[src/design/tcd_pkg.sv]
// ----------------------------------------------------------------------------
// tcd_pkg
// Types, codes and helpers shared by the two-class task dispatcher.
// ----------------------------------------------------------------------------
package tcd_pkg;

	localparam int QUEUE_DEPTH = 32;
	localparam int PTR_W       = $clog2(QUEUE_DEPTH);
	localparam int CNT_W       = $clog2(QUEUE_DEPTH + 1);
	localparam int CMP_W       = CNT_W + 7;

	localparam logic [1:0] REQ_TASK   = 2'd0;
	localparam logic [1:0] REQ_DONE_A = 2'd1;
	localparam logic [1:0] REQ_DONE_B = 2'd2;

	localparam logic [2:0] OP_OPEN    = 3'd0;
	localparam logic [2:0] OP_BATTERY = 3'd4;

	localparam logic [1:0] MODE_IDLE   = 2'd0;
	localparam logic [1:0] MODE_NORMAL = 2'd1;
	localparam logic [1:0] MODE_URGENT = 2'd2;

	localparam logic RES_DISPATCH = 1'b0;
	localparam logic RES_BUSY     = 1'b1;

	localparam logic [3:0] ACTIVE_MAX        = 4'd15;
	localparam logic [5:0] MAX_WAITING_RESET = 6'd21;

	localparam logic [2:0] REG_MAX_WAITING = 3'd0;

	typedef enum logic {
		S_ACCEPT,
		S_READ
	} state_t;

	typedef struct packed {
		logic [2:0]  op;
		logic [7:0]  box;
		logic [15:0] tag;
	} task_t;

	typedef logic [PTR_W-1:0] ptr_t;
	typedef logic [CNT_W-1:0] cnt_t;

	function automatic logic [3:0] active_inc(input logic [3:0] a);
		return (a < ACTIVE_MAX) ? a + 4'd1 : a;
	endfunction

	function automatic logic [3:0] active_dec(input logic [3:0] a);
		return (a != 4'd0) ? a - 4'd1 : a;
	endfunction

	function automatic ptr_t ptr_next(input ptr_t p);
		return (p == PTR_W'(QUEUE_DEPTH - 1)) ? '0 : p + 1'b1;
	endfunction

	function automatic logic queue_full(input cnt_t cnt, input logic [5:0] max_waiting);
		logic [CMP_W-1:0] c_x;
		logic [CMP_W-1:0] m_x;
		logic [CMP_W-1:0] d_x;
		c_x = CMP_W'(cnt);
		m_x = CMP_W'(max_waiting);
		d_x = CMP_W'(QUEUE_DEPTH);
		return c_x >= ((m_x < d_x) ? m_x : d_x);
	endfunction

	function automatic logic [5:0] waiting_field(input cnt_t cnt);
		logic [CNT_W+5:0] c_x;
		c_x = {6'd0, cnt};
		return c_x[5:0];
	endfunction

endpackage

[src/design/tcd_task_if.sv]
// ----------------------------------------------------------------------------
// tcd_task_if
// Input channel: one task request or completion event per beat.
// ----------------------------------------------------------------------------
interface tcd_task_if;
	logic        valid;
	logic        ready;
	logic [1:0]  req_type;
	logic [2:0]  task_op;
	logic [7:0]  box_id;
	logic [15:0] task_tag;

	modport source (output valid, req_type, task_op, box_id, task_tag, input ready);
	modport sink (input valid, req_type, task_op, box_id, task_tag, output ready);
endinterface

[src/design/tcd_result_if.sv]
// ----------------------------------------------------------------------------
// tcd_result_if
// Output channel: one dispatch or busy rejection per beat.
// ----------------------------------------------------------------------------
interface tcd_result_if;
	logic        valid;
	logic        ready;
	logic        result_kind;
	logic [2:0]  out_op;
	logic [7:0]  out_box;
	logic [15:0] out_tag;
	logic [1:0]  mode_now;
	logic [3:0]  active_now;
	logic [5:0]  urgent_waiting;
	logic [5:0]  normal_waiting;

	modport source (output valid, result_kind, out_op, out_box, out_tag, mode_now,
		active_now, urgent_waiting, normal_waiting, input ready);
	modport sink (input valid, result_kind, out_op, out_box, out_tag, mode_now,
		active_now, urgent_waiting, normal_waiting, output ready);
endinterface

[src/design/tcd_ram.sv]
// ----------------------------------------------------------------------------
// tcd_ram
// Generic single-write, single-read RAM with a registered read port.
// ----------------------------------------------------------------------------
module tcd_ram #(
	parameter int WIDTH = 8,
	parameter int DEPTH = 32
) (
	input  logic                     clk,
	input  logic                     we,
	input  logic [$clog2(DEPTH)-1:0] waddr,
	input  logic [WIDTH-1:0]         wdata,
	input  logic [$clog2(DEPTH)-1:0] raddr,
	output logic [WIDTH-1:0]         rdata
);

	logic [WIDTH-1:0] mem [DEPTH];

	always_ff @(posedge clk) begin
		if (we) begin
			mem[waddr] <= wdata;
		end
		rdata <= mem[raddr];
	end

endmodule

[src/design/two_class_task_dispatcher_core.sv]
// ----------------------------------------------------------------------------
// two_class_task_dispatcher_core
// Hands urgent and normal tasks to one executor, queues the ones that must
// wait in two RAM-backed FIFOs and rejects them busy once a FIFO is full.
//
//   Channel     Direction  Beat contents
//   task_in     in         req_type, task_op, box_id, task_tag
//   result_out  out        result_kind, task fields, mode and fill after step
//   apb         in/out     max_waiting at byte address 0
//
// An event that pops nothing is done when accepted; one that pops a waiting
// task also passes through S_READ, where no new beat is taken, because the
// task is read from the registered read port of the FIFO RAM. The result
// register frees the input side: a new beat is taken while the result is
// being taken in the same cycle. Reset restores idle mode, zero active
// count and empty FIFOs at once, without a clearing pass.
// ----------------------------------------------------------------------------
module two_class_task_dispatcher_core (
	input  logic        clk,
	input  logic        arst_n,
	input  logic        psel,
	input  logic        penable,
	input  logic        pwrite,
	input  logic [2:0]  paddr,
	input  logic [31:0] pwdata,
	output logic [31:0] prdata,
	output logic        pready,
	tcd_task_if.sink    task_in,
	tcd_result_if.source result_out
);

	tcd_pkg::state_t state_q, state_d;

	logic [5:0]     max_waiting_q;
	logic [1:0]     mode_q;
	logic [3:0]     active_q;
	tcd_pkg::ptr_t  u_head_q, u_tail_q, n_head_q, n_tail_q;
	tcd_pkg::cnt_t  u_cnt_q, n_cnt_q;

	logic           out_valid_q;
	logic           out_kind_q;
	tcd_pkg::task_t out_task_q;
	logic [1:0]     out_mode_q;
	logic [3:0]     out_active_q;
	logic [5:0]     out_u_wait_q;
	logic [5:0]     out_n_wait_q;
	logic           rd_urgent_q;

	tcd_pkg::task_t in_task;
	tcd_pkg::task_t u_rdata, n_rdata;
	logic           accept;
	logic           in_ready;

	logic       have, kind, pop_u, pop_n, push_u, push_n, check_normal;
	logic [1:0] mode_d;
	logic [3:0] active_d;
	logic       u_full, n_full;
	tcd_pkg::cnt_t u_cnt_d, n_cnt_d;

	assign in_task.op  = task_in.task_op;
	assign in_task.box = task_in.box_id;
	assign in_task.tag = task_in.task_tag;

	assign pready = 1'b1;
	assign prdata = (paddr == tcd_pkg::REG_MAX_WAITING) ? {26'd0, max_waiting_q} : 32'd0;

	always_ff @(posedge clk or negedge arst_n) begin
		if (!arst_n) begin
			max_waiting_q <= tcd_pkg::MAX_WAITING_RESET;
		end else if (psel && penable && pwrite && !paddr[2]) begin
			max_waiting_q <= pwdata[5:0];
		end
	end

	assign u_full = tcd_pkg::queue_full(u_cnt_q, max_waiting_q);
	assign n_full = tcd_pkg::queue_full(n_cnt_q, max_waiting_q);

	always_comb begin
		mode_d       = mode_q;
		active_d     = active_q;
		have         = 1'b0;
		kind         = tcd_pkg::RES_DISPATCH;
		pop_u        = 1'b0;
		pop_n        = 1'b0;
		push_u       = 1'b0;
		push_n       = 1'b0;
		check_normal = 1'b0;
		if (task_in.req_type == tcd_pkg::REQ_TASK && task_in.task_op == tcd_pkg::OP_OPEN) begin
			if (mode_q == tcd_pkg::MODE_URGENT) begin
				if (u_full) begin
					have = 1'b1;
					kind = tcd_pkg::RES_BUSY;
				end else begin
					push_u = 1'b1;
				end
			end else begin
				have     = 1'b1;
				mode_d   = tcd_pkg::MODE_URGENT;
				active_d = tcd_pkg::active_inc(active_q);
			end
		end else if (task_in.req_type == tcd_pkg::REQ_TASK
			&& task_in.task_op <= tcd_pkg::OP_BATTERY) begin
			if (mode_q != tcd_pkg::MODE_IDLE) begin
				if (n_full) begin
					have = 1'b1;
					kind = tcd_pkg::RES_BUSY;
				end else begin
					push_n = 1'b1;
				end
			end else begin
				have     = 1'b1;
				mode_d   = tcd_pkg::MODE_NORMAL;
				active_d = tcd_pkg::active_inc(active_q);
			end
		end else if (task_in.req_type == tcd_pkg::REQ_DONE_A
			|| task_in.req_type == tcd_pkg::REQ_DONE_B) begin
			active_d = tcd_pkg::active_dec(active_q);
			if (task_in.req_type == tcd_pkg::REQ_DONE_A) begin
				if (u_cnt_q != '0) begin
					have     = 1'b1;
					pop_u    = 1'b1;
					mode_d   = tcd_pkg::MODE_URGENT;
					active_d = tcd_pkg::active_inc(active_d);
				end else begin
					mode_d       = tcd_pkg::MODE_NORMAL;
					check_normal = (active_d == 4'd0);
				end
			end else begin
				check_normal = (mode_q != tcd_pkg::MODE_URGENT) && (active_d == 4'd0);
			end
			if (check_normal) begin
				if (n_cnt_q != '0) begin
					have     = 1'b1;
					pop_n    = 1'b1;
					mode_d   = tcd_pkg::MODE_NORMAL;
					active_d = tcd_pkg::active_inc(active_d);
				end else begin
					mode_d = tcd_pkg::MODE_IDLE;
				end
			end
		end
		if (mode_d == tcd_pkg::MODE_IDLE && !have) begin
			if (u_cnt_q != '0) begin
				have     = 1'b1;
				pop_u    = 1'b1;
				mode_d   = tcd_pkg::MODE_URGENT;
				active_d = tcd_pkg::active_inc(active_d);
			end else if (n_cnt_q != '0) begin
				have     = 1'b1;
				pop_n    = 1'b1;
				mode_d   = tcd_pkg::MODE_NORMAL;
				active_d = tcd_pkg::active_inc(active_d);
			end
		end
	end

	assign u_cnt_d = u_cnt_q + tcd_pkg::cnt_t'(push_u) - tcd_pkg::cnt_t'(pop_u);
	assign n_cnt_d = n_cnt_q + tcd_pkg::cnt_t'(push_n) - tcd_pkg::cnt_t'(pop_n);

	always_comb begin
		state_d  = state_q;
		in_ready = 1'b0;
		case (state_q)
			tcd_pkg::S_ACCEPT: begin
				in_ready = !out_valid_q || result_out.ready;
				if (task_in.valid && in_ready && (pop_u || pop_n)) begin
					state_d = tcd_pkg::S_READ;
				end
			end
			tcd_pkg::S_READ: begin
				state_d = tcd_pkg::S_ACCEPT;
			end
			default: begin
				state_d = tcd_pkg::S_ACCEPT;
			end
		endcase
	end

	assign task_in.ready = in_ready;
	assign accept        = task_in.valid && in_ready;

	always_ff @(posedge clk or negedge arst_n) begin
		if (!arst_n) begin
			state_q     <= tcd_pkg::S_ACCEPT;
			mode_q      <= tcd_pkg::MODE_IDLE;
			active_q    <= 4'd0;
			u_head_q    <= '0;
			u_tail_q    <= '0;
			u_cnt_q     <= '0;
			n_head_q    <= '0;
			n_tail_q    <= '0;
			n_cnt_q     <= '0;
			out_valid_q <= 1'b0;
		end else begin
			state_q <= state_d;
			if (accept) begin
				mode_q   <= mode_d;
				active_q <= active_d;
				u_cnt_q  <= u_cnt_d;
				n_cnt_q  <= n_cnt_d;
				if (push_u) begin
					u_tail_q <= tcd_pkg::ptr_next(u_tail_q);
				end
				if (pop_u) begin
					u_head_q <= tcd_pkg::ptr_next(u_head_q);
				end
				if (push_n) begin
					n_tail_q <= tcd_pkg::ptr_next(n_tail_q);
				end
				if (pop_n) begin
					n_head_q <= tcd_pkg::ptr_next(n_head_q);
				end
			end
			if (state_q == tcd_pkg::S_READ) begin
				out_valid_q <= 1'b1;
			end else if (accept) begin
				out_valid_q <= have && !pop_u && !pop_n;
			end else if (result_out.ready) begin
				out_valid_q <= 1'b0;
			end
		end
	end

	always_ff @(posedge clk) begin
		if (accept) begin
			out_kind_q   <= kind;
			out_task_q   <= in_task;
			out_mode_q   <= mode_d;
			out_active_q <= active_d;
			out_u_wait_q <= tcd_pkg::waiting_field(u_cnt_d);
			out_n_wait_q <= tcd_pkg::waiting_field(n_cnt_d);
			rd_urgent_q  <= pop_u;
		end else if (state_q == tcd_pkg::S_READ) begin
			out_task_q <= rd_urgent_q ? u_rdata : n_rdata;
		end
	end

	tcd_ram #(
		.WIDTH($bits(tcd_pkg::task_t)),
		.DEPTH(tcd_pkg::QUEUE_DEPTH)
	) u_urgent_ram (
		.clk  (clk),
		.we   (accept && push_u),
		.waddr(u_tail_q),
		.wdata(in_task),
		.raddr(u_head_q),
		.rdata(u_rdata)
	);

	tcd_ram #(
		.WIDTH($bits(tcd_pkg::task_t)),
		.DEPTH(tcd_pkg::QUEUE_DEPTH)
	) u_normal_ram (
		.clk  (clk),
		.we   (accept && push_n),
		.waddr(n_tail_q),
		.wdata(in_task),
		.raddr(n_head_q),
		.rdata(n_rdata)
	);

	assign result_out.valid          = out_valid_q;
	assign result_out.result_kind    = out_kind_q;
	assign result_out.out_op         = out_task_q.op;
	assign result_out.out_box        = out_task_q.box;
	assign result_out.out_tag        = out_task_q.tag;
	assign result_out.mode_now       = out_mode_q;
	assign result_out.active_now     = out_active_q;
	assign result_out.urgent_waiting = out_u_wait_q;
	assign result_out.normal_waiting = out_n_wait_q;

endmodule

[src/flat_wrapper.sv]
// flat-port wrapper written by rule: the top's interface ports become plain ports
module two_class_task_dispatcher_core_flat 
  (clk, arst_n, psel, penable, pwrite, paddr, pwdata, prdata, pready, task_in_valid, task_in_req_type, task_in_task_op, task_in_box_id, task_in_task_tag, task_in_ready, result_out_valid, result_out_result_kind, result_out_out_op, result_out_out_box, result_out_out_tag, result_out_mode_now, result_out_active_now, result_out_urgent_waiting, result_out_normal_waiting, result_out_ready);
  tcd_task_if task_in_i ();
  tcd_result_if result_out_i ();
  input  logic clk;
  input  logic arst_n;
  input  logic psel;
  input  logic penable;
  input  logic pwrite;
  input  logic [2:0] paddr;
  input  logic [31:0] pwdata;
  output logic [31:0] prdata;
  output logic pready;
  input wire logic [$bits(task_in_i.valid)-1:0] task_in_valid;
  input wire logic [$bits(task_in_i.req_type)-1:0] task_in_req_type;
  input wire logic [$bits(task_in_i.task_op)-1:0] task_in_task_op;
  input wire logic [$bits(task_in_i.box_id)-1:0] task_in_box_id;
  input wire logic [$bits(task_in_i.task_tag)-1:0] task_in_task_tag;
  output wire logic [$bits(task_in_i.ready)-1:0] task_in_ready;
  output wire logic [$bits(result_out_i.valid)-1:0] result_out_valid;
  output wire logic [$bits(result_out_i.result_kind)-1:0] result_out_result_kind;
  output wire logic [$bits(result_out_i.out_op)-1:0] result_out_out_op;
  output wire logic [$bits(result_out_i.out_box)-1:0] result_out_out_box;
  output wire logic [$bits(result_out_i.out_tag)-1:0] result_out_out_tag;
  output wire logic [$bits(result_out_i.mode_now)-1:0] result_out_mode_now;
  output wire logic [$bits(result_out_i.active_now)-1:0] result_out_active_now;
  output wire logic [$bits(result_out_i.urgent_waiting)-1:0] result_out_urgent_waiting;
  output wire logic [$bits(result_out_i.normal_waiting)-1:0] result_out_normal_waiting;
  input wire logic [$bits(result_out_i.ready)-1:0] result_out_ready;
  assign task_in_i.valid = task_in_valid;
  assign task_in_i.req_type = task_in_req_type;
  assign task_in_i.task_op = task_in_task_op;
  assign task_in_i.box_id = task_in_box_id;
  assign task_in_i.task_tag = task_in_task_tag;
  assign task_in_ready = task_in_i.ready;
  assign result_out_valid = result_out_i.valid;
  assign result_out_result_kind = result_out_i.result_kind;
  assign result_out_out_op = result_out_i.out_op;
  assign result_out_out_box = result_out_i.out_box;
  assign result_out_out_tag = result_out_i.out_tag;
  assign result_out_mode_now = result_out_i.mode_now;
  assign result_out_active_now = result_out_i.active_now;
  assign result_out_urgent_waiting = result_out_i.urgent_waiting;
  assign result_out_normal_waiting = result_out_i.normal_waiting;
  assign result_out_i.ready = result_out_ready;
  two_class_task_dispatcher_core u_core (.clk(clk), .arst_n(arst_n), .psel(psel), .penable(penable), .pwrite(pwrite), .paddr(paddr), .pwdata(pwdata), .prdata(prdata), .pready(pready), .task_in(task_in_i), .result_out(result_out_i));
endmodule
[config.mk]
export PLATFORM = sky130hd
export DESIGN_NAME = two_class_task_dispatcher_core_flat
export DESIGN_NICKNAME = d
export VERILOG_FILES = /design/src/design/tcd_pkg.sv /design/src/design/tcd_task_if.sv /design/src/design/tcd_result_if.sv /design/src/design/tcd_ram.sv /design/src/design/two_class_task_dispatcher_core.sv /design/src/flat_wrapper.sv
export SDC_FILE = /design/constraint.sdc
export NUM_CORES = 2
export LEC_CHECK = 0
export BUFFER_PORTS_ARGS = -buffer_cell sky130_fd_sc_hd__buf_2
export CAP_MARGIN = 20
export CORE_MARGIN = 3
export CORE_UTILIZATION = 56
export CTS_CLUSTER_DIAMETER = 200
export CTS_CLUSTER_SIZE = 40
export DETAILED_ROUTE_END_ITERATION = 12
export PLACE_DENSITY = 0.73
export SYNTH_ARGS = -nofsm -noshare
export SYNTH_HDL_FRONTEND = slang
export SYNTH_SLANG_ARGS = --single-unit
[constraint.sdc]
create_clock -name clk -period 4.2 [get_ports clk]
set_input_delay 0.63 -clock clk [delete_from_list [all_inputs] [get_ports clk]]
set_output_delay 0.63 -clock clk [all_outputs]
set_load 0.01 [all_outputs]
; ---- Word-level counts from Yosys, hierarchy flattened
; Memory sizes are Yosys's and may differ from the RTL's. A register that Yosys moved wholly into a read port is not among the register bits.
; Cells that the tools add are included.
; W data, S select, Z words.
[totals]
mem_bits_rw = 1728
word_cells = 183
n_memories = 2
reg_bits = 93
input_bits = 71
[classes]
eq_ne = 8
reduce_logical = 37
muxes = 94
add_sub_neg = 13
n_lt_le_gt_ge = 8
n_bitwise = 1
[memory_table]
columns = name, depth, width, read_ports, rd_ports_with_merged_regs, write_ports, line_no
row1 = u_core.u_normal_ram.mem, 32, 27, 1, 1, 1, tcd_ram.sv:17  ; logic [WIDTH-1:0] mem [DEPTH];
row2 = u_core.u_urgent_ram.mem, 32, 27, 1, 1, 1, tcd_ram.sv:17
[op_table]
columns = op, n
row1 = $mux W27, 3
row2 = $mux W4, 20
row3 = $mux W1, 53
row4 = $ge A6 B13 Y1, 2
row5 = $mux W2, 11
row6 = $add A5 B1 Y5 const B, 4
row7 = $eq A5 B5 Y1 const B, 4
row8 = $mux W5, 4
row9 = $add A4 B1 Y4 const B, 4
row10 = $lt A4 B4 Y1 const B, 4
row11 = $logic_and A1 B1 Y1, 14
row12 = $add A6 B1 Y6, 2
row13 = $mux W6, 2
row14 = $reduce_bool A6 Y1, 2
row15 = $sub A6 B1 Y6, 2
row16 = $reduce_and A2 Y1, 4
row17 = $logic_not A3 Y1, 2
row18 = $lt A6 B6 Y1 const B, 1
row19 = $logic_not A1 Y1, 5
row20 = $eq A2 B2 Y1 const B, 2
row21 = $logic_not A2 Y1, 2
row22 = $logic_not A4 Y1, 1
row23 = $reduce_bool A2 Y1, 2
row24 = $reduce_bool A4 Y1, 1
row25 = other kinds (8), 10

; ---- Longest topological paths before layout
[logic_depth]
ltp_word = 21
depth_mapped = 24

; ---- Hierarchy
; From an unflattened synthesis, not the netlist that was laid out.
[unflattened]
cells_unflattened = 4447
hier_area_um2 = 74605.3
[by_module_without_submodules]
columns = module, area_per_inst_um2, cells_each, seq_area_each_um2, instances
row1 = tcd_ram (u_core.u_normal_ram), 34222.8, 1915, 26485.4, 1
row2 = tcd_ram (u_core.u_urgent_ram), 34221.6, 1915, 26485.4, 1
row3 = two_class_task_dispatcher_core, 6160.9, 617, 2566.2, 1

; ---- Worst setup path before layout
; Ideal clock, no wire load.
[synth_timing]
path_kind = register -> register
start = register u_core.active_q[0]
end = register u_core.u_cnt_q[4]
path_stages_with_launch = 25
arrival_ps = 3993
setup_slack_ps = 41
period_less_slack_ps = 4159
n_path_buf = 1
path_cell_list = dfrtp_1 -> buf_6 -> inv_1 -> ha_1 -> nor3b_4 -> nor2_1 -> a21oi_2 -> inv_2 -> ha_1 -> o2111a_1 -> a21o_1 -> o2111ai_1 -> nor2_1 -> o21ai_0 -> inv_1 -> ha_1 -> inv_1 -> ha_1 -> fa_1 -> a21oi_1 -> nor2_1 -> nor2_1 -> xnor2_1 -> nand2_1 -> o21ai_0
[synth_via]
elab_chain_len = 16
[synth_lines]
columns = item, line_no
row1 = start: declaration, two_class_task_dispatcher_core.sv:36  ; logic [3:0] active_q;
row2 = start signal: assignment, two_class_task_dispatcher_core.sv:198  ; active_q <= active_d;
row3 = $sub A4 B1 Y4 / $reduce_bool A4 Y1 (equally long branches), tcd_pkg.sv:50  ; return (a != 4'd0) ? a - 4'd1 : a;
row4 = $mux W4 *, tcd_pkg.sv:50
row5 = $logic_not A4 Y1 *, "two_class_task_dispatcher_core.sv:126, two_class_task_dispatcher_core.sv:129"
row6 = $mux W1 / $logic_and A1 B1 Y1 (equally long branches), "two_class_task_dispatcher_core.sv:119, two_class_task_dispatcher_core.sv:129"
row7 = $mux W1 *, two_class_task_dispatcher_core.sv:118  ; if (task_in.req_type == tcd_pkg::REQ_DONE_A) begin
row8 = $mux W1 *, two_class_task_dispatcher_core.sv:115  ; end else if (task_in.req_type == tcd_pkg::REQ_DONE_A
row9 = $mux W1 *, two_class_task_dispatcher_core.sv:101  ; end else if (task_in.req_type == tcd_pkg::REQ_TASK
row10 = $mux W1 *, two_class_task_dispatcher_core.sv:88  ; if (task_in.req_type == tcd_pkg::REQ_TASK && task_in.task_op == tcd_pkg::OP_OPEN) begin
row11 = (+2 left out), --
row12 = $mux W2 / $mux W1 (equally long branches), two_class_task_dispatcher_core.sv:101
row13 = $mux W2 / $mux W1 (equally long branches), two_class_task_dispatcher_core.sv:88
row14 = $logic_not A2 Y1 / $logic_not A1 Y1 (equally long branches), two_class_task_dispatcher_core.sv:142  ; if (mode_d == tcd_pkg::MODE_IDLE && !have) begin
row15 = $logic_and A1 B1 Y1 *, two_class_task_dispatcher_core.sv:142
row16 = $mux W1 *, two_class_task_dispatcher_core.sv:142
row17 = named net u_core.pop_u, two_class_task_dispatcher_core.sv:54  ; logic have, kind, pop_u, pop_n, push_u, push_n, check_normal;
row18 = $sub A6 B1 Y6 *, two_class_task_dispatcher_core.sv:157  ; assign u_cnt_d = u_cnt_q + tcd_pkg::cnt_t'(push_u) - tcd_pkg::cnt_t'(pop_u);
row19 = named net u_core.u_cnt_d[4], two_class_task_dispatcher_core.sv:58  ; tcd_pkg::cnt_t u_cnt_d, n_cnt_d;
row20 = end signal: assignment, two_class_task_dispatcher_core.sv:199  ; u_cnt_q <= u_cnt_d;
row21 = end: declaration, two_class_task_dispatcher_core.sv:38  ; tcd_pkg::cnt_t u_cnt_q, n_cnt_q;
; Mark *: on every way through the listed nets, which the timed path passes. The rest lies on a longest branch. The select of a mux whose other input is x is not followed.
; A chain may end at the register's enable or synchronous reset.

; ---- Worst setup path after layout
[layout_timing]
start = register u_core.active_q[0]
end = register u_core.active_q[1]
[layout_via]
elab_chain_len = 21
[layout_lines]
columns = item, line_no
row1 = $sub A4 B1 Y4 / $reduce_bool A4 Y1 (equally long branches), tcd_pkg.sv:50
row2 = $mux W4, tcd_pkg.sv:50
row3 = $add A4 B1 Y4 / $lt A4 B4 Y1 (equally long branches), tcd_pkg.sv:46  ; return (a < ACTIVE_MAX) ? a + 4'd1 : a;
row4 = $mux W4, tcd_pkg.sv:46
row5 = $mux W4, two_class_task_dispatcher_core.sv:119  ; if (u_cnt_q != '0) begin
row6 = $mux W4, two_class_task_dispatcher_core.sv:118
row7 = $mux W4, two_class_task_dispatcher_core.sv:115
row8 = $mux W4, two_class_task_dispatcher_core.sv:101
row9 = (+6 left out), --
row10 = $mux W4, two_class_task_dispatcher_core.sv:101
row11 = $mux W4, two_class_task_dispatcher_core.sv:88
row12 = $add A4 B1 Y4 / $lt A4 B4 Y1 (equally long branches), tcd_pkg.sv:46
row13 = $mux W4, tcd_pkg.sv:46
row14 = $mux W4, two_class_task_dispatcher_core.sv:148  ; end else if (n_cnt_q != '0) begin
row15 = $mux W4, two_class_task_dispatcher_core.sv:143  ; if (u_cnt_q != '0) begin
row16 = $mux W4 *, two_class_task_dispatcher_core.sv:142
row17 = named net u_core.active_d[1], two_class_task_dispatcher_core.sv:56  ; logic [3:0] active_d;
; Marks and branches as above.

==> reports/qor.yml <==
status:
  status: "finished, final reports clean"
synthesis:
  synth.avg_cell_area_um2: 22.8
  synthCells: 3189
  yosysUniqueCellTypes: 80
  synth_ff_type: "edfxtp_1"
  synth_edf_count: 1775
  syn_area_mm2: 0.0727
  yosysWarnings: 0
  synth.yosys.seq_area_share_pct: 76.4
  ys_ff_latch: 1875
  async_reset_ff_share_pct: 2.45
power_and_ir_drop:
  power_frac_comb_pct: 28.4
  clockPowerShare_pct: 17.9
  ir_drop_mv: 0.421
  switching_power_mw: 11.9
  swShare_pct: 28.5
  p_leak_nw: 24.3
  pwr-share-seq_pct: 53.7
  cell_internal_pwr_mw: 29.8
  total_power_mw: 41.6
  powerDensity_mw_per_mm2: 526
clock_tree:
  htreeDepth: 2
  clkSinkCount: 1875
  cts_tree: "yes"
  cts_buffers: 52
  clk_pin_slew_worst_paths_ps: 150
  root_buffer: "clkbuf_16"
  clock_latency_ps: 730
  cts.path.max_buffers: 3
sta:
  tightest_slew_ps: 1180
  fmax_mhz: 254
  period_minus_slack_ps: 3940
  skew_ps: 22.5
  hold_violations: 0
  setup_viol: 0
  rsz0062_at_grt: "yes"
  slew_headroom_pct: 21.4
  finalCritPeriodShare_pct: 93.8
  slew_violations: 0
  fin_tns_setup_ps: 0
detailed_routing:
  detail-route-antenna-nets: 0
  vias: 33200
  drc: 0
  routed_wl_mm: 162
  detail_route.wl_per_cell_um: 31.6
  drt_iter0_drc: 4010
  routed_via_density: 6.47
  drt_pass1_iterations: 7
floorplan:
  row_count: 131
  die_x_um: 366
  initial_core_util_pct: 56.7
  die_y_um: 366
  fp.coreArea_mm2: 0.128
  dieArea_mm2: 0.134
  pin_count: 152
final_layout:
  drive_gt1_share_pct: 30.9
  fin_nets: 3488
  num-fill-cells: 8479
  fin_area_mm2: 0.0791
  syn2layout_area_growth_pct: 8.86
  mostFrequentLayoutCell: "edfxtp_1"
  mostFrequentLayoutCells: "1775 x edfxtp_1, 540 x mux4_2, 98 x buf_2, 93 x buf_4, 86 x buf_12"
global_route:
  antenna_found_initial: 6
  grt.met3_usage_pct: 2.54
  grt.met1_usage_pct: 33.7
  top_usage_layer: "met2"
  overflow: 0
  grt_max_degree: 66
  track_usage_pct: 24.2
  grt_pass1_wl_mm: 235
  grtUsageMet2_pct: 41.4
  grt_pass1_vias: 33200
worst_setup_path:
  critical_path_class: "register to register"
  crit_required_ps: 4830
  worstPathMaxFanout: 4
  arrival_ps: 4570
  critPathLaunchType: "register"
  cp-end-kind: "register"
job:
  cap_violations: 0
placement:
  hpwl_mm: 95.0
  gp_congestion: 0.847
  buffer_ports.inserted: 98
  detailed_place.area_mm2: 0.0774
min_path:
  hp-class: "input pin to register"
flip-flops by register name, summed over array words and instances (netlist names), 2 cells and up:
signal and count:
u_core.active_q 4, u_core.max_waiting_q 6, u_core.mode_q 2, u_core.n_cnt_q 6, u_core.n_head_q 5, u_core.n_tail_q 5
u_core.result_out.active_now 4, u_core.result_out.mode_now 2, u_core.result_out.normal_waiting 6, u_core.result_out.out_box 8, u_core.result_out.out_op 3, u_core.result_out.out_tag 16
u_core.result_out.urgent_waiting 6, u_core.u_cnt_q 6, u_core.u_head_q 5, u_core.u_normal_ram.mem 864, u_core.u_normal_ram.rdata 27, u_core.u_tail_q 5
u_core.u_urgent_ram.mem 864, u_core.u_urgent_ram.rdata 27
synth_stat cells (all sizes together), types with 2 or more instances:
cell / instances / area [um^2]
a211oi: 8 / 77.6
a21o: 11 / 82.6
a21oi: 23 / 119
a31oi: 4 / 40.0
and2: 11 / 68.8
and3: 6 / 38.8
buf: 85 / 444
clkbuf: 96 / 360
conb: 2 / 7.51
dfrtp: 43 / 1080
dfstp: 3 / 78.8
dfxtp: 54 / 1080
edfxtp: 1775 / 53300
fa: 2 / 40.0
ha: 50 / 626
inv: 36 / 135
mux2: 73 / 837
mux2i: 31 / 310
mux4: 540 / 12200
nand2: 78 / 295
nand2b: 6 / 37.5
nand3: 16 / 80.1
nand3b: 8 / 60.1
nand4b: 2 / 17.5
nor2: 89 / 334
nor2b: 4 / 25.0
nor3: 9 / 45.0
nor3b: 4 / 41.3
nor4: 3 / 25.0
o2111ai: 2 / 17.5
o211ai: 3 / 32.5
o21a: 2 / 15.0
o21ai: 59 / 295
o21bai: 2 / 15.0
o22ai: 3 / 18.8
o31ai: 3 / 27.5
or2: 3 / 18.8
or3: 5 / 31.3
or4b: 3 / 30.0
xnor2: 5 / 43.8
xor2: 6 / 52.6
timing repair:
| action | in CTS | in global routing |
|---|---|---|
| gates resized for setup | 0 | 17 |
| endpoints found under the setup margin | 0 | 9 |
| hold buffers | 1 | 0 |
| endpoints found under the hold margin | 19 | 0 |
| buffers inserted | 0 | 3 |
power groups by stage:
stage          registers [mW]  logic (mW)  clock network [mW]
3_3_place_gp             22.7        11.5                   0
5_1_grt                  22.4        12.5                8.18
6_report                 22.4        11.8                7.45
2_1_floorplan            22.1        8.30                   0
4_1_cts                  22.3        11.8                7.61
3_5_place_dp             22.8        11.8                   0
logic make-up after synthesis:
group / count (synthesis) / share of synthesized area [%]
adders and majority gates: 52 / 0.916
AOI/OAI and AO/OA: 133 / 1.24
muxes: 644 / 18.3
and+or+nand+nor: 254 / 1.67
buffers and inverters: 217 / 1.29
DFF: 1875 / 76.4
xor gates and xnor gates: 12 / 0.164
other: 2 / 0.0103
critical path, stage by stage (launching register included):
cell and delay (ps):
dfrtp_1 410, inv_1 90, ha_2 190, nor3b_4 230, buf_4 150, a21oi_2 60
buf_4 140, ha_1 270, a311o_2 400, o21a_1 110, ha_1 270, a21oi_1 70
a21oi_2 220, ha_1 240, inv_1 80, o31ai_2 340, mux2_4 340, mux2_4 260
layer usage:
layer  wire (um)  up-vias
met3       10900      195
met4        4800        0
li1            -    13600
met2       84100     1454
met1       62600    18000
met5           0        -
layout make-up:
type	count	area [um^2]	share of cell area [%]
Sequential cell	1875	55600	70.2
Multi-Input combinational cell	1122	16900	21.3
Antenna cell	2	5.00	0.00632
Timing Repair Buffer	278	2920	3.69
Tap cell	1729	2160	2.73
Inverter	36	136	0.172
Clock inverter	1	6.26	0.00791
Clock buffer	95	1480	1.88
worst paths after layout:
path / from / end / slack [ps] / depth (start not counted)
max in group asynchronous: arst_n / u_core.n_head_q[1] / 2910 / 3
worst max-delay path: u_core.active_q[0] / u_core.active_q[1] / 260 / 17
worst min-delay path: pwdata[5] / u_core.max_waiting_q[5] / 140 / 2
worst min register to register: u_core.result_out.valid / u_core.result_out.valid / 560 / 2
min in group asynchronous: arst_n / u_core.max_waiting_q[1] / 420 / 2
worst max register to register: u_core.active_q[0] / u_core.active_q[1] / 260 / 17
stage by stage:
| stage | util, % | hold WS, ps | instances | worst slack [ps] |
|---|---|---|---|---|
| 2_1_floorplan | - | 334 | 3214 | 41.4 |
| 3_3_place_gp | 60.4 | 522 | 5028 | 132 |
| 3_5_place_dp | 60.4 | 528 | 5028 | 90.4 |
| 4_1_cts | 61.5 | 84.2 | 5125 | 55.9 |
| 5_1_grt | 61.7 | 109 | 5136 | -19.7 |
| 6_report | 61.7 | 135 | 5138 | 262 |
No activity file was read; power rests on OpenSTA's default activity.
